**src/design/pst_pkg.sv**
```systemverilog
package pst_pkg;

    localparam int MAX_KEYWORD_LEN_DEF = 9;
    localparam int KW_COUNT = 21;

    localparam logic [5:0] K_IDENT = 6'd21;
    localparam logic [5:0] K_INT   = 6'd22;
    localparam logic [5:0] K_CHAR  = 6'd23;
    localparam logic [5:0] K_STR   = 6'd24;
    localparam logic [5:0] K_ASSIGN = 6'd25;
    localparam logic [5:0] K_COLON = 6'd26;
    localparam logic [5:0] K_LE    = 6'd27;
    localparam logic [5:0] K_NE    = 6'd28;
    localparam logic [5:0] K_LT    = 6'd29;
    localparam logic [5:0] K_GE    = 6'd30;
    localparam logic [5:0] K_GT    = 6'd31;
    localparam logic [5:0] K_SYM0  = 6'd32;
    localparam logic [5:0] K_ERROR = 6'd44;
    localparam logic [5:0] K_END   = 6'd45;

    localparam logic [2:0] E_NONE     = 3'd0;
    localparam logic [2:0] E_NO_DQ    = 3'd1;
    localparam logic [2:0] E_BAD_CHAR = 3'd2;
    localparam logic [2:0] E_NO_SQ    = 3'd3;
    localparam logic [2:0] E_UNKNOWN  = 3'd4;
    localparam logic [2:0] E_OVERFLOW = 3'd5;

    localparam logic [3:0] M_IDLE    = 4'd0;
    localparam logic [3:0] M_WORD    = 4'd1;
    localparam logic [3:0] M_NUM     = 4'd2;
    localparam logic [3:0] M_COLON   = 4'd3;
    localparam logic [3:0] M_LESS    = 4'd4;
    localparam logic [3:0] M_GREATER = 4'd5;
    localparam logic [3:0] M_STR     = 4'd6;
    localparam logic [3:0] M_CQ_OPEN = 4'd7;
    localparam logic [3:0] M_CQ_GOT  = 4'd8;

    localparam logic [30:0] NUM_MAX = 31'h7FFF_FFFF;

    typedef struct packed {
        logic [7:0] char_code;
        logic       end_of_input;
    } t_in_item;

    typedef struct packed {
        logic [5:0]  token_kind;
        logic [30:0] number_value;
        logic [7:0]  char_value;
        logic [7:0]  text_length;
        logic [15:0] line_number;
        logic [2:0]  error_code;
        logic        last;
    } t_out_item;

    // Keyword text, up to nine letters padded with zero bytes, first letter in the high byte.
    function automatic logic [71:0] kw_text(input logic [4:0] k);
        logic [71:0] t;
        t = '0;
        case (k)
            5'd0:  t = {"array", 32'h0};
            5'd1:  t = {"begin", 32'h0};
            5'd2:  t = {"char", 40'h0};
            5'd3:  t = {"const", 32'h0};
            5'd4:  t = {"do", 56'h0};
            5'd5:  t = {"downto", 24'h0};
            5'd6:  t = {"else", 40'h0};
            5'd7:  t = {"end", 48'h0};
            5'd8:  t = {"for", 48'h0};
            5'd9:  t = {"function", 8'h0};
            5'd10: t = {"ident", 32'h0};
            5'd11: t = {"if", 56'h0};
            5'd12: t = {"integer", 16'h0};
            5'd13: t = {"of", 56'h0};
            5'd14: t = "procedure";
            5'd15: t = {"read", 40'h0};
            5'd16: t = {"then", 40'h0};
            5'd17: t = {"to", 56'h0};
            5'd18: t = {"var", 48'h0};
            5'd19: t = {"while", 32'h0};
            5'd20: t = {"write", 32'h0};
            default: t = '0;
        endcase
        return t;
    endfunction

    function automatic logic [7:0] kw_len(input logic [4:0] k);
        logic [7:0] l;
        l = 8'd0;
        case (k)
            5'd4, 5'd11, 5'd13, 5'd17: l = 8'd2;
            5'd7, 5'd8, 5'd18: l = 8'd3;
            5'd2, 5'd6, 5'd15, 5'd16: l = 8'd4;
            5'd0, 5'd1, 5'd3, 5'd10, 5'd19, 5'd20: l = 8'd5;
            5'd5: l = 8'd6;
            5'd12: l = 8'd7;
            5'd9: l = 8'd8;
            5'd14: l = 8'd9;
            default: l = 8'd0;
        endcase
        return l;
    endfunction

endpackage

```
**src/design/pst_if.sv**
```systemverilog
interface pst_in_if import pst_pkg::*; ();
    logic     valid;
    logic     ready;
    t_in_item data;
    modport source (output valid, output data, input ready);
    modport sink (input valid, input data, output ready);
endinterface

interface pst_out_if import pst_pkg::*; ();
    logic      valid;
    logic      ready;
    t_out_item data;
    modport source (output valid, output data, input ready);
    modport sink (input valid, input data, output ready);
endinterface

```
**src/design/pst_kw_match.sv**
```systemverilog
module pst_kw_match import pst_pkg::*; #(
    parameter int MAX_KEYWORD_LEN = MAX_KEYWORD_LEN_DEF
) (
    input  logic [MAX_KEYWORD_LEN-1:0][7:0] i_prefix,
    input  logic [7:0]                      i_length,
    output logic [5:0]                      o_kind
);
    // Keyword text is compared byte by byte; bytes past the word are zero in both.
    always_comb begin
        logic [71:0] t;
        logic        hit;
        o_kind = K_IDENT;
        for (int k = KW_COUNT - 1; k >= 0; k--) begin
            t = kw_text(5'(k));
            hit = (kw_len(5'(k)) == i_length);
            for (int b = 0; b < 9; b++) begin
                if (i_prefix[b] != t[71 - 8*b -: 8]) hit = 1'b0;
            end
            for (int b = 9; b < MAX_KEYWORD_LEN; b++) begin
                if (i_prefix[b] != 8'd0) hit = 1'b0;
            end
            if (hit) o_kind = 6'(k);
        end
    end
endmodule

```
**src/design/pascal_subset_tokenizer_unit.sv**
```systemverilog
// Results are registered; the first result of an item appears in the cycle after
// it is accepted. One item per cycle while the output is taken each cycle and no
// item yields two results; such an item blocks intake until its first result is taken.
// Reset: i_rst_n is synchronous and active low; it empties the output register
// and returns the lexer to idle with line count zero.
module pascal_subset_tokenizer_unit import pst_pkg::*; #(
    parameter int MAX_KEYWORD_LEN = MAX_KEYWORD_LEN_DEF
) (
    input logic   i_clk,
    input logic   i_rst_n,
    pst_in_if.sink    i_in,
    pst_out_if.source o_out
);
    // Lexer state.
    logic [3:0]                      r_mode, n_mode;
    logic [MAX_KEYWORD_LEN-1:0][7:0] r_prefix, n_prefix;
    logic [7:0]                      r_len, n_len;
    logic [30:0]                     r_acc, n_acc;
    logic                            r_ovf, n_ovf;
    logic [7:0]                      r_lit, n_lit;
    logic [15:0]                     r_line, n_line;

    // Output register with a second slot for the second result of an item.
    logic      r_v0, r_v1;
    t_out_item r_o0, r_o1;

    logic [5:0] w_kw;
    pst_kw_match #(.MAX_KEYWORD_LEN(MAX_KEYWORD_LEN)) u_kw (
        .i_prefix(r_prefix), .i_length(r_len), .o_kind(w_kw)
    );

    // The unit takes an item when the second slot is free and the first will be free.
    logic w_acc;
    assign i_in.ready = !r_v1 && (!r_v0 || o_out.ready);
    assign w_acc = i_in.valid && i_in.ready;
    assign o_out.valid = r_v0;
    assign o_out.data = r_o0;

    logic [7:0] c;
    logic is_let, is_dig, is_ws, is_prn;
    logic [7:0] c_low;
    logic [15:0] w_ln;
    logic [34:0] w_mul;
    logic [35:0] w_sum;
    assign c = i_in.data.char_code;
    assign is_let = (c >= "a" && c <= "z") || (c >= "A" && c <= "Z");
    assign is_dig = c >= "0" && c <= "9";
    assign is_ws = (c >= 8'd9 && c <= 8'd13) || c == 8'd32;
    assign is_prn = c == 8'd32 || c == 8'd33 || (c >= 8'd35 && c <= 8'd126);
    assign c_low = (c >= "A" && c <= "Z") ? c + 8'd32 : c;
    assign w_ln = (r_line == 16'hFFFF) ? r_line : r_line + 16'd1;
    // acc*10 = acc*8 + acc*2
    assign w_mul = {1'b0, r_acc, 3'b0} + {3'b0, r_acc, 1'b0};
    assign w_sum = {1'b0, w_mul} + {32'd0, c[3:0]};

    function automatic t_out_item mk(input logic [5:0] k, input logic [30:0] nv,
                                     input logic [7:0] cv, input logic [7:0] ln,
                                     input logic [2:0] e, input logic [15:0] l);
        t_out_item o;
        o.token_kind = k;
        o.number_value = nv;
        o.char_value = cv;
        o.text_length = ln;
        o.line_number = l;
        o.error_code = e;
        o.last = 1'b0;
        return o;
    endfunction

    t_out_item w_r [2];
    logic [1:0] w_n;
    logic [7:0] w_lenp;

    always_comb begin
        t_out_item fl, st;
        logic      fl_v, st_v, do_flush, do_idle;
        logic [15:0] ln_after;
        n_mode = r_mode; n_prefix = r_prefix; n_len = r_len; n_acc = r_acc;
        n_ovf = r_ovf; n_lit = r_lit; n_line = r_line;
        w_lenp = (r_len == 8'd255) ? r_len : r_len + 8'd1;
        fl = mk(K_ERROR, '0, 8'd0, 8'd0, E_NONE, w_ln);
        fl_v = 1'b1;
        st = mk(K_ERROR, '0, 8'd0, 8'd0, E_UNKNOWN, w_ln);
        st_v = 1'b0;
        do_flush = 1'b0;
        do_idle = 1'b0;
        ln_after = w_ln;
        // Pending token that the current byte cuts off.
        unique case (r_mode)
            M_WORD:    fl = mk(w_kw, '0, 8'd0, r_len, E_NONE, w_ln);
            M_NUM:     fl = mk(K_INT, r_acc, 8'd0, r_len, r_ovf ? E_OVERFLOW : E_NONE, w_ln);
            M_COLON:   fl = mk(K_COLON, '0, 8'd0, 8'd1, E_NONE, w_ln);
            M_LESS:    fl = mk(K_LT, '0, 8'd0, 8'd1, E_NONE, w_ln);
            M_GREATER: fl = mk(K_GT, '0, 8'd0, 8'd1, E_NONE, w_ln);
            M_STR:     fl = mk(K_ERROR, '0, 8'd0, 8'd0, E_NO_DQ, w_ln);
            M_CQ_OPEN: fl = mk(K_ERROR, '0, 8'd0, 8'd0, E_BAD_CHAR, w_ln);
            M_CQ_GOT:  fl = mk(K_ERROR, '0, 8'd0, 8'd0, E_NO_SQ, w_ln);
            default:   fl_v = 1'b0;
        endcase

        if (i_in.data.end_of_input) begin
            do_flush = 1'b1;
            st_v = 1'b1;
            st = mk(K_END, '0, 8'd0, 8'd0, E_NONE, w_ln);
            n_mode = M_IDLE; n_prefix = '0; n_len = '0; n_acc = '0;
            n_ovf = 1'b0; n_lit = '0; n_line = '0;
        end else begin
            unique case (r_mode)
                M_WORD: begin
                    if (is_let || is_dig) begin
                        for (int i = 0; i < MAX_KEYWORD_LEN; i++) begin
                            if (r_len == 8'(i)) n_prefix[i] = c_low;
                        end
                        n_len = w_lenp;
                    end else begin
                        do_flush = 1'b1; do_idle = 1'b1;
                    end
                end
                M_NUM: begin
                    if (is_dig) begin
                        if (w_sum > {5'd0, NUM_MAX}) begin
                            n_acc = NUM_MAX; n_ovf = 1'b1;
                        end else begin
                            n_acc = w_sum[30:0];
                        end
                        n_len = w_lenp;
                    end else begin
                        do_flush = 1'b1; do_idle = 1'b1;
                    end
                end
                M_COLON: begin
                    if (c == "=") begin
                        st_v = 1'b1; st = mk(K_ASSIGN, '0, 8'd0, 8'd2, E_NONE, w_ln);
                        n_mode = M_IDLE;
                    end else begin
                        do_flush = 1'b1; do_idle = 1'b1;
                    end
                end
                M_LESS: begin
                    if (c == "=" || c == ">") begin
                        st_v = 1'b1;
                        st = mk((c == "=") ? K_LE : K_NE, '0, 8'd0, 8'd2, E_NONE, w_ln);
                        n_mode = M_IDLE;
                    end else begin
                        do_flush = 1'b1; do_idle = 1'b1;
                    end
                end
                M_GREATER: begin
                    if (c == "=") begin
                        st_v = 1'b1; st = mk(K_GE, '0, 8'd0, 8'd2, E_NONE, w_ln);
                        n_mode = M_IDLE;
                    end else begin
                        do_flush = 1'b1; do_idle = 1'b1;
                    end
                end
                M_STR: begin
                    if (c == 8'd34) begin
                        st_v = 1'b1; st = mk(K_STR, '0, 8'd0, r_len, E_NONE, w_ln);
                        n_mode = M_IDLE;
                    end else if (is_prn) begin
                        n_len = w_lenp;
                    end else begin
                        do_flush = 1'b1; do_idle = 1'b1;
                    end
                end
                M_CQ_OPEN: begin
                    if (is_let || is_dig) begin
                        n_lit = c; n_mode = M_CQ_GOT;
                    end else begin
                        do_flush = 1'b1; do_idle = 1'b1;
                    end
                end
                M_CQ_GOT: begin
                    if (c == 8'd39) begin
                        st_v = 1'b1; st = mk(K_CHAR, '0, r_lit, 8'd1, E_NONE, w_ln);
                        n_mode = M_IDLE;
                    end else begin
                        do_flush = 1'b1; do_idle = 1'b1;
                    end
                end
                default: do_idle = 1'b1;
            endcase
            if (do_idle) begin
                // Start of a new token from idle.
                n_mode = M_IDLE;
                if (is_ws) begin
                    if (c == 8'd10 && r_line != 16'hFFFF) n_line = r_line + 16'd1;
                end else if (is_let) begin
                    n_prefix = '0; n_prefix[0] = c_low; n_len = 8'd1; n_mode = M_WORD;
                end else if (is_dig) begin
                    n_acc = {27'd0, c[3:0]}; n_ovf = 1'b0; n_len = 8'd1; n_mode = M_NUM;
                end else if (c == ":") n_mode = M_COLON;
                else if (c == "<") n_mode = M_LESS;
                else if (c == ">") n_mode = M_GREATER;
                else if (c == 8'd34) begin
                    n_len = 8'd0; n_mode = M_STR;
                end else if (c == 8'd39) n_mode = M_CQ_OPEN;
                else begin
                    st_v = 1'b1;
                    case (c)
                        "+": st = mk(K_SYM0 + 6'd0, '0, 8'd0, 8'd1, E_NONE, ln_after);
                        "-": st = mk(K_SYM0 + 6'd1, '0, 8'd0, 8'd1, E_NONE, ln_after);
                        "*": st = mk(K_SYM0 + 6'd2, '0, 8'd0, 8'd1, E_NONE, ln_after);
                        "/": st = mk(K_SYM0 + 6'd3, '0, 8'd0, 8'd1, E_NONE, ln_after);
                        ",": st = mk(K_SYM0 + 6'd4, '0, 8'd0, 8'd1, E_NONE, ln_after);
                        ";": st = mk(K_SYM0 + 6'd5, '0, 8'd0, 8'd1, E_NONE, ln_after);
                        "[": st = mk(K_SYM0 + 6'd6, '0, 8'd0, 8'd1, E_NONE, ln_after);
                        "(": st = mk(K_SYM0 + 6'd7, '0, 8'd0, 8'd1, E_NONE, ln_after);
                        "]": st = mk(K_SYM0 + 6'd8, '0, 8'd0, 8'd1, E_NONE, ln_after);
                        ")": st = mk(K_SYM0 + 6'd9, '0, 8'd0, 8'd1, E_NONE, ln_after);
                        "=": st = mk(K_SYM0 + 6'd10, '0, 8'd0, 8'd1, E_NONE, ln_after);
                        ".": st = mk(K_SYM0 + 6'd11, '0, 8'd0, 8'd1, E_NONE, ln_after);
                        default: st = mk(K_ERROR, '0, 8'd0, 8'd0, E_UNKNOWN, ln_after);
                    endcase
                end
            end
        end

        // Pack up to two results, the flushed token first.
        fl_v = fl_v && do_flush;
        w_r[0] = fl_v ? fl : st;
        w_r[1] = st;
        w_n = {1'b0, fl_v} + {1'b0, st_v};
        if (w_n == 2'd2) w_r[1].last = 1'b1;
        else w_r[0].last = 1'b1;
    end

    always_ff @(posedge i_clk) begin
        if (!i_rst_n) begin
            r_mode <= M_IDLE; r_prefix <= '0; r_len <= '0; r_acc <= '0;
            r_ovf <= 1'b0; r_lit <= '0; r_line <= '0;
            r_v0 <= 1'b0; r_v1 <= 1'b0;
        end else begin
            if (w_acc) begin
                r_mode <= n_mode; r_prefix <= n_prefix; r_len <= n_len; r_acc <= n_acc;
                r_ovf <= n_ovf; r_lit <= n_lit; r_line <= n_line;
            end
            if (w_acc) begin
                // Both slots are free or about to be.
                r_v0 <= (w_n != 2'd0);
                r_v1 <= (w_n == 2'd2);
                r_o0 <= w_r[0];
                r_o1 <= w_r[1];
            end else if (r_v0 && o_out.ready) begin
                r_v0 <= r_v1;
                r_v1 <= 1'b0;
                r_o0 <= r_o1;
            end
        end
    end

    a_v1_needs_v0: assert property (@(posedge i_clk) disable iff (!i_rst_n)
        r_v1 |-> r_v0) else $error("second slot valid without first");
    a_no_take_full: assert property (@(posedge i_clk) disable iff (!i_rst_n)
        r_v1 |-> !i_in.ready) else $error("item taken while two results wait");
    a_v1_last: assert property (@(posedge i_clk) disable iff (!i_rst_n)
        r_v1 |-> (r_o1.last && !r_o0.last)) else $error("last marker misplaced");
    a_end_resets: assert property (@(posedge i_clk) disable iff (!i_rst_n)
        (w_acc && i_in.data.end_of_input) |=> (r_mode == M_IDLE && r_line == 16'd0))
        else $error("end of input did not clear state");
endmodule
```
**src/flat_wrapper.sv**
```systemverilog
// flat-port wrapper written by rule: the top's interface ports become plain ports
module pascal_subset_tokenizer_unit_flat import pst_pkg::*;
#(
    parameter int MAX_KEYWORD_LEN = MAX_KEYWORD_LEN_DEF
)
  (i_clk, i_rst_n, i_in_valid, i_in_data, i_in_ready, o_out_valid, o_out_data, o_out_ready);
  pst_in_if i_in_i ();
  pst_out_if o_out_i ();
  input logic i_clk;
  input logic i_rst_n;
  input wire logic [$bits(i_in_i.valid)-1:0] i_in_valid;
  input wire logic [$bits(i_in_i.data)-1:0] i_in_data;
  output wire logic [$bits(i_in_i.ready)-1:0] i_in_ready;
  output wire logic [$bits(o_out_i.valid)-1:0] o_out_valid;
  output wire logic [$bits(o_out_i.data)-1:0] o_out_data;
  input wire logic [$bits(o_out_i.ready)-1:0] o_out_ready;
  assign i_in_i.valid = i_in_valid;
  assign i_in_i.data = i_in_data;
  assign i_in_ready = i_in_i.ready;
  assign o_out_valid = o_out_i.valid;
  assign o_out_data = o_out_i.data;
  assign o_out_i.ready = o_out_ready;
  pascal_subset_tokenizer_unit #(.MAX_KEYWORD_LEN(MAX_KEYWORD_LEN)) u_core (.i_clk(i_clk), .i_rst_n(i_rst_n), .i_in(i_in_i), .o_out(o_out_i));
endmodule
```
**config.mk**
```make
export PLATFORM = sky130hd
export DESIGN_NAME = pascal_subset_tokenizer_unit_flat
export DESIGN_NICKNAME = d
export VERILOG_FILES = /design/src/design/pst_pkg.sv /design/src/design/pst_if.sv /design/src/design/pst_kw_match.sv /design/src/design/pascal_subset_tokenizer_unit.sv /design/src/flat_wrapper.sv
export SDC_FILE = /design/constraint.sdc
export NUM_CORES = 1
export LEC_CHECK = 0
export BUFFER_PORTS_ARGS = -buffer_cell sky130_fd_sc_hd__buf_2
export CELL_PAD_IN_SITES_DETAIL_PLACEMENT = 1
export CELL_PAD_IN_SITES_GLOBAL_PLACEMENT = 2
export CORE_UTILIZATION = 42
export CTS_CLUSTER_DIAMETER = 120
export DETAILED_ROUTE_END_ITERATION = 12
export GPL_ROUTABILITY_DRIVEN = 0
export PLACE_DENSITY = 0.9
export REMOVE_ABC_BUFFERS = 1
export SKIP_LAST_GASP = 1
export SLEW_MARGIN = 20
export SYNTH_ARGS = -nofsm -noshare
export SYNTH_HDL_FRONTEND = slang
export SYNTH_SLANG_ARGS = --single-unit
export TNS_END_PERCENT = 10
```
**constraint.sdc**
```tcl
create_clock -name i_clk -period 10.6 [get_ports i_clk]
set_input_delay 2.12 -clock i_clk [delete_from_list [all_inputs] [get_ports i_clk]]
set_output_delay 2.12 -clock i_clk [all_outputs]
set_load 0.05 [all_outputs]
```
## Word level (Yosys, flattened, before mapping)

Cells that the tools add are included.

| word-level totals | value |
|---|---|
| register bits | 288 |
| bits in latches | 0 |
| bits in writable memories | 0 |
| memory bits (read-only) | 0 |
| input port bits | 13 |
| output and inout bits | 75 |
| logic and storage cells | 538 |
| memories kept | 0 |

| operators by class | value |
|---|---|
| $add $sub $neg | 6 |
| $mul | 0 |
| divide/modulo/power cells | 0 |
| order comparisons | 11 |
| equal/unequal tests | 112 |
| shifts and indexed selects | 0 |
| muxes and demuxes | 335 |
| bitwise gates (word level) | 0 |
| reductions and logical operators | 43 |

Operators by type and width:

| cell | number |
|---|---|
| $mux W73 | 18 |
| $pmux W71 S12 | 1 |
| $pmux W73 S8 | 1 |
| $ne A8 B7 Y1 const B | 59 |
| $mux W72 | 6 |
| $pmux W73 S5 | 1 |
| $mux W31 | 8 |
| $mux W1 | 226 |
| $mux W8 | 27 |
| $eq A8 B6 Y1 const B | 17 |
| $mux W6 | 20 |
| $mux W16 | 5 |
| $mux W4 | 14 |
| $reduce_bool A8 Y1 | 7 |
| $add A35 B4 Y36 | 1 |
| $gt A36 B31 Y1 const B | 1 |
| $add A34 B32 Y35 | 1 |
| $eq A3 B8 Y1 const A | 4 |
| $eq A8 B3 Y1 const B | 4 |
| $le A8 B7 Y1 const B | 3 |
| $pmux W8 S3 | 1 |
| $pmux W4 S5 | 1 |
| $add A16 B1 Y16 const B | 1 |
| $eq A16 B16 Y1 const B | 1 |
| 38 further kinds | 79 |

## Depth between registers and ports, before layout

Gate-level depths: netlist of run 1.

| depth | value |
|---|---|
| depth after elaboration | 35 |
| gate-level depth with buffers | 14 |
| gate-level depth less buffers | 13 |

## By module

Synthesis of run 1 repeated with hierarchy kept, for this count alone.

| unflattened totals | value |
|---|---|
| cells, all modules | 1632 |
| area, all modules | 15100.7 um2 |

Modules (own cells, without submodules):

| module | times used | cells an instance | area each (um2) | sequential area each (um2) |
|---|---|---|---|---|
| pascal_subset_tokenizer_unit | 1 | 1425 | 13719.4 | 6236.0 |
| pst_kw_match | 1 | 207 | 1381.3 | 0.0 |

## Least setup slack after synthesis of run 1

OpenSTA, ideal clock, no wires.

| timing path | value |
|---|---|
| kind | input to register |
| start point | in o_out_ready |
| end point | reg u_core.r_o0, in the netlist u_core.o_out.data[0] (enable) |
| setup time | 0.528 ns |
| data arrival time | 7.425 ns |
| data required time | 10.072 ns |
| setup slack | 2.647 ns |
| cell stages on the path | 7 |
| buffers on the path | 3 |
| cell sequence | inv_1 a21oi_1 nand2_1 clkbuf_1 clkbuf_1 buf_1 a21oi_1 |

| on the way | value |
|---|---|
| cells in the longest elaborated chain, start to end | 5 |
| elaborated cells on any way between the ends | 6 |
| those cells by class | 6 x reduce/logical |

RTL lines:

| what | RTL line | source |
|---|---|---|
| from (decl) | flat_wrapper.sv:16 | `input wire logic [$bits(o_out_i.ready)-1:0] o_out_ready;` |
| $logic_or A1 B1 Y1 | pascal_subset_tokenizer_unit.sv:34 | `assign i_in.ready = !r_v1 && (!r_v0 \|\| o_out.ready);` |
| $logic_and A1 B1 Y1 | pascal_subset_tokenizer_unit.sv:34 |  |
| net i_in_ready | flat_wrapper.sv:13 | `output wire logic [$bits(i_in_i.ready)-1:0] i_in_ready;` |
| $logic_and A1 B1 Y1 | pascal_subset_tokenizer_unit.sv:35 | `assign w_acc = i_in.valid && i_in.ready;` |
| $reduce_bool A2 Y1 (no source line) | n/a |  |
| $reduce_and A2 Y1 (no source line) | n/a |  |
| to (signal assigned) | pascal_subset_tokenizer_unit.sv:242 | `r_o0 <= w_r[0];` |
| to (signal assigned) | pascal_subset_tokenizer_unit.sv:247 | `r_o0 <= r_o1;` |
| to (decl) | pascal_subset_tokenizer_unit.sv:25 | `t_out_item r_o0, r_o1;` |

The timed path passes the listed nets, and every way through them passes these cells.
A chain may end at the register's enable or synchronous reset.

## Final worst setup path of run 1

| timing path | value |
|---|---|
| start point | in i_in_data[4] |
| end point | reg u_core.r_acc[0] |

| on the way | value |
|---|---|
| cells in the longest elaborated chain, start to end | 10 |
| elaborated cells on any way between the ends | 46 |
| those cells by class | 1 x add/sub; 11 x order compare; 6 x eq/ne; 17 x mux; 11 x reduce/logical |

RTL lines:

| what | RTL line | source |
|---|---|---|
| from (decl) | flat_wrapper.sv:12 | `input wire logic [$bits(i_in_i.data)-1:0] i_in_data;` |
| $add A35 B4 Y36 | pascal_subset_tokenizer_unit.sv:54 | `assign w_sum = {1'b0, w_mul} + {32'd0, c[3:0]};` |
| $gt A36 B31 Y1 | pascal_subset_tokenizer_unit.sv:121 | `if (w_sum > {5'd0, NUM_MAX}) begin` |
| $mux W31 | pascal_subset_tokenizer_unit.sv:121 |  |
| $mux W31 | pascal_subset_tokenizer_unit.sv:120 | `if (is_dig) begin` |
| $mux W31 | pascal_subset_tokenizer_unit.sv:108 | `unique case (r_mode)` |
| $mux W31 | pascal_subset_tokenizer_unit.sv:190 | `end else if (is_dig) begin` |
| $mux W31 | pascal_subset_tokenizer_unit.sv:188 | `end else if (is_let) begin` |
| $mux W31 | pascal_subset_tokenizer_unit.sv:186 | `if (is_ws) begin` |
| $mux W31 * | pascal_subset_tokenizer_unit.sv:183 | `if (do_idle) begin` |
| $mux W31 * | pascal_subset_tokenizer_unit.sv:101 | `if (i_in.data.end_of_input) begin` |
| to (signal assigned) | pascal_subset_tokenizer_unit.sv:235 | `r_mode <= n_mode; r_prefix <= n_prefix; r_len <= n_len; r_acc <= n_acc;` |
| to (decl) | pascal_subset_tokenizer_unit.sv:18 | `logic [30:0] r_acc, n_acc;` |

Every way passes the cells marked *; elsewhere a longest branch is shown, timed or not. The select of a mux whose other input is x is not followed.

==> flow_summary.ini, run 1 <==
[status]
outcome = complete, no violations

[clock_network]
cts_tree = built
cts_hold_buf = 0
clock_latency_ns = 0.56
cts_max_path_buffers = 3
cts_buffers = 28
cts_sinks = 255
cts_setup_buffers = 0
cts.htree.levels = 1
clk_pin_slew_worst_paths_ns = 0.06
cts_resized = 0
root_buffer = clkbuf_16

[sta]
fin_crit_ns = 5.78
finalClockSkew_ns = 0.0159
rsz0062_at_grt = no
layout_setup_ws_ns = 4.82
fin_setup_tns_ns = 0
setup_viol = 0
whs_ns = 0.453
worst_slew_margin_rel_pct = 26.6
timing.final.crit_share_pct = 54.5
worst-slew-pin-transition_ns = 1.10
final-max-slew-violation-count = 0
max_freq_ghz = 0.173
hold_violations = 0

[worst_setup_path]
start_kind = primary input
setup.worst_path.end_class = flip-flop
arrival_ns = 6.23
worstPathRequired_ns = 11.05
crit_fanout = 33
r2r_slack_ns = 6.41
r2r-end = u_core.r_acc[0]
crit_start = i_in_data[4]
critical_path_class = primary input to flip-flop
setup.worst_path.end = u_core.r_acc[0]
r2r-start = u_core.r_acc[2]
rr_worst_depth = 12

[floorplanning]
die_area_um2 = 36300
die_h_um = 190
ios = 88
row_count = 68
core-area_um2 = 34700
die_w_um = 190
initial_utilization_pct = 43.0

[final_layout]
synthToLayoutAreaGrowth_pct = 11.7
n_antenna_cell = 0
drive_above_1_share_pct = 12.9
final_net_count = 1755
fin_util_pct = 48.0
stdcell_count = 2148

[pwr]
combPwrFrac_pct = 10.0
power_density_nw_per_um2 = 137
seq_power_share_pct = 46.6
p_leak_nw = 6.09
p_sw_mw = 0.600
p_int_mw = 1.68
switching_share_pct = 26.3
irDropWorstVdd_v = 0.000122
p_clk_share_pct = 43.4

[synth]
synth-main-ff-cell = dfxtp_1
synth_top_family_by_area = simple AND/OR/NAND/NOR gates
ys_seq_area_share_pct = 41.8
syn_area_per_cell_um2 = 9.24
synth_edf_count = 113
yosysWarnings = 0
yosys.cell_types.count = 102
async_reset_ff_share_pct = 0
synth_area_um2 = 14900
syn_inst = 1614
ys_ff_latch = 255
synthMuxAreaShare_pct = 1.34
synth_compound_area_share_pct = 20.5
synthAdderAreaFrac_pct = 6.06
synth-xor-area-share_pct = 2.58
yosys.area_share.simple_pct = 24.6

[grt]
track_usage_pct = 26.0
grt-ovfl-total = 0
grt_antenna_before_repair = 0
first_global_vias = 13400
grt_max_degree = 55
grt_pass1_wl_mm = 75.1

[routing]
dr.pass1.iters = 5
ant_nets = 0
drc = 0
drt_iter0_drc = 823
post_drt_wl_per_cell_um = 22.0
via_count = 13200
drt_wl_total_mm = 47.2
viasPerCell = 6.13

[place]
dp_hpwl_mm = 34.5
port_buffers = 87
placed_cells = 2096
post-place-ws_ns = 4.28

[min_path]
min_path_type = flip-flop to flip-flop

[run]
max_cap_violations = 0
==> critical path, stage by stage <==
cell	delay, ns
buf_2	0.09
buf_4	0.23
fa_1	0.59
inv_1	0.07
fa_1	0.44
nand2b_1	0.19
a21oi_1	0.24
o211ai_1	0.16
a21oi_1	0.41
nor2_1	0.12
a221oi_1	0.28
a31o_2	0.74
o21ai_0	0.20
a311oi_1	0.31
==> sequential cells by signal (all words and copies together) (netlist names), 4 cells and up <==
register and flops:
u_core.r_acc 31, u_core.r_len 8, u_core.r_prefix 72, u_core.r_mode 4, u_core.r_line 16, u_core.r_o1 40, u_core.o_out.data 73, u_core.r_lit 8
==> cell type report <==
cell class	count	area (um^2)
multi-input cells	1249	8260
clock inverters	13	121
flip-flops and latches	255	6240
well taps	455	569
inverters	37	139
clock buffers	39	803
fillers	4016	18100
repair buffers	100	533
==> logic make-up after synthesis <==
kind of cell	after synthesis
XOR/XNOR	44
AO/OA/AOI/OAI	431
multiplexers	18
buffers and inverters	110
flip-flops	255
adder cells (fa/ha/maj)	71
AND/OR/NAND/NOR	685
==> power by group through the flow <==
stage | sequential [mW] | combinational [mW] | clock, mW
2_1_floorplan | 1.14 | 0.0936 | 0
5_1_grt | 1.06 | 0.242 | 1.04
3_5_place_dp | 1.08 | 0.226 | 0
4_1_cts | 1.06 | 0.227 | 1.01
3_3_place_gp | 1.08 | 0.222 | 0
6_report | 1.06 | 0.227 | 0.989
==> cells in the mapped netlist (6+ instances only) <==
cell       count  area, um^2
nand2_1      167         627
and2_1        50         313
or4_1          8        60.1
nor4_1        32         200
mux2_2        16         180
a31oi_1       25         156
a32o_1         8        80.1
and3_1        30         188
clkbuf_1      51         191
xor2_1        13         114
nor2b_1       15        93.8
edfxtp_1     113        3390
o21ai_1        8        40.0
nand3b_1      15         113
nor3_1        46         230
o21ai_0       85         425
a21oi_1       89         445
nand4b_1       7        61.3
nand4_1       28         175
or3_1         14        87.6
a211oi_1      11        82.6
a21o_1        11        82.6
a21oi_2        7        61.3
and4_1         6        52.6
a211o_1        7        61.3
nand3_1       44         220
nor3b_1        6        45.0
buf_2         15        75.1
xnor2_1       31         272
nor2_1       140         526
nor4bb_1      14         140
ha_1          69         863
inv_1         36         135
nand2b_1      21         131
o21a_1         9        67.6
o2bb2ai_1     86         753
nor2_2         7        43.8
dfxtp_1      142        2840
==> metrics by stage <==
| stage | cell area [um^2] | power [mW] |
|---|---|---|
| global placement | 15700 | 1.30 |
| detailed placement | 15700 | 1.31 |
| finish | 16700 | 2.28 |
| floorplan | 14600 | 1.23 |
| global route | 16700 | 2.35 |
| CTS | 16700 | 2.30 |
==> worst min-delay path by stage <==
stage,startpoint,to,slack [ns],cells past startpoint
finish,u_core.r_lit[7],u_core.r_lit[7],0.45,1
floorplan,u_core.r_lit[7],u_core.r_lit[7],0.42,1
global placement,u_core.r_lit[7],u_core.r_lit[7],0.44,1
CTS,u_core.r_lit[7],u_core.r_lit[7],0.46,1
detailed placement,u_core.r_lit[7],u_core.r_lit[7],0.44,1
global route,u_core.r_lit[7],u_core.r_lit[7],0.48,1
==> routing by layer <==
layer | GRT usage, % | part of all wire [%] | vias to the layer above
met5 | 0 | 0 | -
met4 | 6.86 | 2.3 | 0
met3 | 3.29 | 5.3 | 80
met2 | 43.2 | 47 | 357
met1 | 35.6 | 46 | 6497
li1 | - | - | 6224
==> layout by cell type (no fill, tap or decap), types with 7 or more instances in the layout <==
master / synthesis / final
a32o_1: 8 / 8
nand4_1: 28 / 28
a211oi_1: 11 / 11
buf_2: 15 / 87
nand2_1: 167 / 166
o21a_1: 9 / 9
dfxtp_1: 142 / 142
mux2_2: 16 / 16
nand3_1: 44 / 44
or3_1: 14 / 14
and3_1: 30 / 30
nor2_2: 7 / 7
a21o_1: 11 / 11
a21oi_1: 89 / 88
a211o_1: 7 / 7
nor4bb_1: 14 / 13
a31oi_1: 25 / 25
ha_1: 69 / 69
edfxtp_1: 113 / 113
o2bb2ai_1: 86 / 86
inv_1: 36 / 36
a21oi_2: 7 / 7
and2_1: 50 / 49
nor2_1: 140 / 139
xnor2_1: 31 / 31
o21ai_0: 85 / 85
nand2b_1: 21 / 21
nor3_1: 46 / 45
buf_4: 1 / 13
nor2b_1: 15 / 15
or4_1: 8 / 8
xor2_1: 13 / 13
o21ai_1: 8 / 8
clkbuf_16: 0 / 29
nand4b_1: 7 / 7
nand3b_1: 15 / 15
nor4_1: 32 / 31
Note: power is estimated with default switching activity, not from simulation.
==> run 2, diff against run 1 <==
Settings changed: ABC_AREA set to 1, CORE_UTILIZATION 42 to 33, PLACE_DENSITY 0.9 to 0.83.
Clock period 10.6 ns to 5.2 ns, I/O delays scaled along.
==> run 2 against run 1 <==
Combinational power grew to 2.9 times the previous value. Clock skew is 0.0053 ns higher. Final area grew 24%. Register-to-register slack worse by 4.7 ns. Clock-buffer cell count is 4 higher. Global-route usage is 3.6 points lower. Critical endpoint is now u_core.r_acc[6]. Largest cell class unchanged. Largest power group is now clock. Highest routed layer is now met5.
==> flow_summary.ini, run 2 <==
[status]
outcome = complete, no violations

[pwr]
seq_power_share_pct = 42.1
p_int_mw = 3.71
irDropWorstVdd_v = 0.000174
p_sw_mw = 1.51
p_clk_share_pct = 45.4
total_power_mw = 5.22
combPwrFrac_pct = 12.5
power_density_nw_per_um2 = 253
switching_share_pct = 28.9
p_leak_nw = 8.84

[min_path]
min_path_type = flip-flop to flip-flop

[routing]
ant_nets = 0
drt_wl_total_mm = 64.2
viasPerCell = 5.20
drc = 0
dr.pass1.iters = 5
post_drt_wl_per_cell_um = 18.5
drt_iter0_drc = 929
via_count = 18000

[final_layout]
synthToLayoutAreaGrowth_pct = 11.6
n_antenna_cell = 0
largest_reg_flops = 73
final_net_count = 2782
final_common_cell = nand2_1
stdcell_count = 3468
n_fill_cell = 7029
drive_above_1_share_pct = 14.3
mostFrequentLayoutCells = nand2_1 (788), inv_1 (292), nor2_1 (246)

[clock_network]
cts_sinks = 255
cts_setup_buffers = 0
cts_buffers = 34
root_buffer = clkbuf_16
cts_tree = built
cts_max_path_buffers = 3
cts.htree.levels = 2
clk_pin_slew_worst_paths_ns = 0.06
clock_latency_ns = 0.55
cts_hold_buf = 0
cts_resized = 0

[synth]
syn_inst = 2641
ys_ff_latch = 255
ys_seq_area_share_pct = 33.7
yosysWarnings = 0
synth_area_leaders = edfxtp_1 (18%), nand2_1 (16%), dfxtp_1 (15%), inv_1 (5.9%), nor2_1 (5.0%)
synth.most_common_cell = nand2_1
synth-main-ff-cell = dfxtp_1
syn_area_per_cell_um2 = 7.01
async_reset_ff_share_pct = 0
yosys.cell_types.count = 65
synth_top_area_cell = edfxtp_1
synth_top_area_share_pct = 18.3
synth_area_um2 = 18500
synth_edf_count = 113
netlist_top_cells_count = nand2_1 (789), inv_1 (292), nor2_1 (248)

[floorplanning]
row_count = 86
ios = 88
die_h_um = 239
die_w_um = 239
initial_utilization_pct = 33.5
core-area_um2 = 55300
die_area_um2 = 57100

[sta]
worst-slew-pin-transition_ns = 0.999
finalClockSkew_ns = 0.0212
fin_crit_ns = 3.80
whs_ns = 0.443
max_freq_ghz = 0.263
layout_setup_ws_ns = 1.40
setup_viol = 0
worst_slew_margin_rel_pct = 33.4
rsz0062_at_grt = no
hold_violations = 0
timing.final.crit_share_pct = 73.1
final-max-slew-violation-count = 0

[place]
dp_hpwl_mm = 47.5
post-place-ws_ns = 0.880
placed_cells = 3410
port_buffers = 87

[grt]
grt_max_degree = 120
grt-ovfl-total = 0
grt_antenna_before_repair = 1
track_usage_pct = 22.4
first_global_vias = 18400
grt_pass1_wl_mm = 101

[run]
max_cap_violations = 0

[worst_setup_path]
r2r_slack_ns = 1.68
worstPathRequired_ns = 5.58
setup.worst_path.end_class = flip-flop
arrival_ns = 4.18
critical_path_class = primary input to flip-flop
crit_fanout = 16
start_kind = primary input
[run 2: changes by cell type after synthesis, moves of 27 or more]
cell,delta
nand2_1,+622
inv_1,+256
nand3_1,+114
nor2_1,+108
o2bb2ai_1,-86
a21oi_1,+68
o211ai_2,+59
and2_1,-49
nand4_1,+36
nor3_1,+36
a21oi_2,+33
and3_1,-28
xnor2_1,-27
[run 2: power groups by stage]
| stage | combinational, mW | sequential, mW | clock [mW] |
|---|---|---|---|
| floorplan | 0.311 | 2.37 | 0 |
| global placement | 0.644 | 2.24 | 0 |
| detailed placement | 0.657 | 2.24 | 0 |
| CTS | 0.660 | 2.20 | 2.45 |
| global route | 0.705 | 2.20 | 2.52 |
| finish | 0.654 | 2.20 | 2.37 |
[run 2: area by class of cell]
class | count | area, um^2 | area share [%]
timing repair buffer | 114 | 651 | 3.15
clock inverter | 15 | 170 | 0.823
tap | 748 | 936 | 4.53
clock buffer | 43 | 926 | 4.48
sequential | 255 | 6240 | 30.2
inverter | 332 | 1260 | 6.12
multi-input combinational | 1961 | 10500 | 50.7
[run 2: cell families after synthesis]
kind of cell / count (synthesis) / synth area share, %
buffers and inverters: 425 / 9.87
adder cells (fa/ha/maj): 71 / 4.88
AND/OR/NAND/NOR: 1450 / 35.1
flip-flops: 255 / 33.7
AO/OA/AOI/OAI: 424 / 15.8
XOR/XNOR: 16 / 0.756
[run 2: path summary, 6_finish.rpt]
| path | startpoint | to | depth (start not counted) |
|---|---|---|---|
| max | i_in_data[4] | u_core.r_acc[6] | 19 |
| max reg2reg | u_core.r_mode[1] | u_core.r_acc[25] | 15 |
| min | u_core.r_lit[7] | u_core.r_lit[7] | 2 |
| min reg2reg | u_core.r_lit[7] | u_core.r_lit[7] | 2 |
[run 2: worst max-delay path: stages]
cell and delay, ns:
buf_2 0.20, fa_1 0.59, inv_1 0.07, fa_1 0.45
o21ai_1 0.27, nand2_1 0.09, nand2_1 0.16, nand2_1 0.08
nand2_1 0.13, nand3_1 0.11, nand3_1 0.11, nand2_1 0.08
nor2_2 0.13, buf_4 0.27, nand3_1 0.12, nand2_1 0.09
nand2_1 0.05, nand2_1 0.05, a21oi_1 0.07
[run 2: layer usage]
| metal | global-route usage [%] | vias to the layer above | wire length, um |
|---|---|---|---|
| li1 | - | 8847 | - |
| met5 | 0 | - | 11 |
| met1 | 29.2 | 8723 | 29500 |
| met3 | 3.24 | 125 | 2510 |
| met4 | 7.61 | 2 | 2050 |
| met2 | 37.7 | 343 | 30100 |
[run 2: per-stage QoR]
step | cell area [um^2] | util [%] | TNS (ns)
6_report | 20700 | 37.4 | 0
5_1_grt | 20700 | 37.4 | 0
4_1_cts | 20700 | 37.4 | 0
3_5_place_dp | 19600 | 35.4 | 0
3_3_place_gp | 19600 | 35.4 | 0
2_1_floorplan | 18000 | - | -571.60
==> run 3, diff against run 2 <==
Settings changed: CORE_UTILIZATION 33 to 36, PLACE_DENSITY 0.83 to 0.86.
Clock period 5.2 ns to 3.72 ns, I/O delays scaled along.
==> run 3 against run 2 <==
Sequential share of layout area is 0.43 points lower. Clock power rose by 40%. First-iteration DRC count up 13%. Final area rose by 1.5%. Non-clock buffer count increased by 36. Register-to-register slack got worse by 1.2 ns. Utilization grew 4.2 points. Clock-buffer cell count fell by 3. Via count is 1.6% higher. Setup slack got worse by 0.93 ns. Largest cell class unchanged.
==> flow_summary.ini, run 3 (same netlist as run 2, synthesis figures left out) <==
[final_layout]
multi_input_area_um2 = 10500
largest_reg_flops = 73
stdcell_count = 3429
final_common_cell = nand2_1
drive_above_1_share_pct = 15.6
seq_area_um2 = 6240
mostFrequentLayoutCells = nand2_1 (788), inv_1 (292), nor2_1 (246)
final_net_count = 2815
n_fill_cell = 6484
synthToLayoutAreaGrowth_pct = 13.2

[worst_setup_path]
r2r-start = u_core.r_acc[2]
worstPathRequired_ns = 4.18
crit_path_frequent_cell = nand2_1
cp.buffers_inverters = 1
crit_family = simple AND/OR/NAND/NOR gates
crit_cells = 16
start_kind = flip-flop
rr_worst_depth = 16
crit_path_cell_trace = fa_1 > ha_1 > nand3_1 > nand3_1 > nand2_1 > nand2_1 > nand2_1 > nand2_1 > nand3_1 > nand3_1 > nand2_1 > nor2_2 > buf_4 > a21oi_1 > o21ai_0 > a21oi_1
crit_fanout = 13
critical_path_class = flip-flop to flip-flop
crit_start = u_core.r_acc[2]
r2r-end = u_core.r_acc[1]
slowest_stage = dfxtp_1
setup.worst_path.end = u_core.r_acc[1]
r2r_slack_ns = 0.47
arrival_ns = 3.71
setup.worst_path.end_class = flip-flop
crit_path_max_incr_delay_ns = 0.50

[floorplanning]
row_count = 82
initial_utilization_pct = 36.7
die_h_um = 229
ios = 88
core-area_um2 = 50500
die_w_um = 229
die_area_um2 = 52400

[clock_network]
root_buffer = clkbuf_16
cts_hold_buf = 0
clock_latency_ns = 0.62
cts.htree.levels = 1
cts_setup_buffers = 0
cts_sinks = 255
clk_pin_slew_worst_paths_ns = 0.06
cts_buffers = 31
cts_tree = built
cts_max_path_buffers = 3
cts_resized = 0

[sta]
whs_ns = 0.449
max_freq_ghz = 0.308
final-max-slew-violation-count = 0
worst_slew_margin_rel_pct = 39.5
finalClockSkew_ns = 0.0267
timing.final.crit_share_pct = 87.4
setup_viol = 0
hold_violations = 0
layout_setup_ws_ns = 0.468
rsz0062_at_grt = no
fin_setup_tns_ns = 0
worst-slew-pin-transition_ns = 0.907
fin_crit_ns = 3.25

[grt]
grt_max_degree = 110
grt_antenna_before_repair = 3
grt_pass1_wl_mm = 103
first_global_vias = 18900
grt-ovfl-total = 0
track_usage_pct = 24.4

[pwr]
p_leak_nw = 9.08
irDropWorstVdd_v = 0.000303
total_power_mw = 7.33
power_density_nw_per_um2 = 350

[routing]
drt_wl_total_mm = 64.4
viasPerCell = 5.35
drc = 0
drt_iter0_drc = 1047
dr.pass1.iters = 5
post_drt_wl_per_cell_um = 18.8
via_count = 18300
ant_nets = 0

[place]
port_buffers = 87
dp_hpwl_mm = 48.4
placed_cells = 3370
post-place-ws_ns = 0.0144

[run]
max_cap_violations = 0

[status]
outcome = complete, no violations

[min_path]
min_path_type = flip-flop to flip-flop
-- run 3: cell types whose count changed in the layout (fill, tap and decap cells not counted), sizes merged --
cell,delta
diode,+1
buf,+36
bufinv,+1
clkbuf,-3
clkinv,+2
inv,+1
clkinvlp,-1
-- run 3: worst min-delay path by stage --
stage                               start         endpoint  slack, ns  cells past startpoint
after floorplan           u_core.r_lit[7]  u_core.r_lit[7]       0.42                      2
after global placement    u_core.r_lit[7]  u_core.r_lit[7]       0.43                      2
after detailed placement  u_core.r_lit[7]  u_core.r_lit[7]       0.44                      2
after CTS                 u_core.r_lit[7]  u_core.r_lit[7]       0.45                      2
after global routing      u_core.r_lit[7]  u_core.r_lit[7]       0.46                      2
final                     u_core.r_lit[7]  u_core.r_lit[7]       0.45                      2
-- run 3: stage by stage --
step | area [um^2] | utilization [%]
detailed placement | 19900 | 39.3
global route | 21000 | 41.5
CTS | 21000 | 41.5
finish | 21000 | 41.6
global placement | 19900 | 39.3
floorplan | 18000 | -
-- run 3: cell type report --
cell class	count	area share, %
diodes	1	0.0119
well taps	672	4.01
inverters	332	6.03
clock inverters	18	1.04
flip-flops and latches	255	29.7
multi-input cells	1961	50.0
clock buffers	40	4.30
repair buffers	150	4.87
-- run 3: worst min-delay path: cells and delay by family (launching register included) --
kind	cells	cell delay, ns
flops	1	0.32
simple gates	2	0.09
-- run 3: power breakdown --
part / total [mW] / switching [mW] / internal, mW
clock network: 3.31 / 1.32 / 1.99
registers: 3.07 / 0.0397 / 3.03
logic: 0.952 / 0.736 / 0.216
total: 7.33 / 2.10 / 5.24
-- run 3: metal layers --
| layer | wire [um] | vias to the layer above | GRT usage (%) |
|---|---|---|---|
| li1 | - | 8908 | - |
| met1 | 29500 | 8905 | 31.9 |
| met2 | 29700 | 387 | 40.8 |
| met3 | 3000 | 131 | 3.85 |
| met4 | 2160 | 4 | 8.04 |
| met5 | 18 | - | 0 |
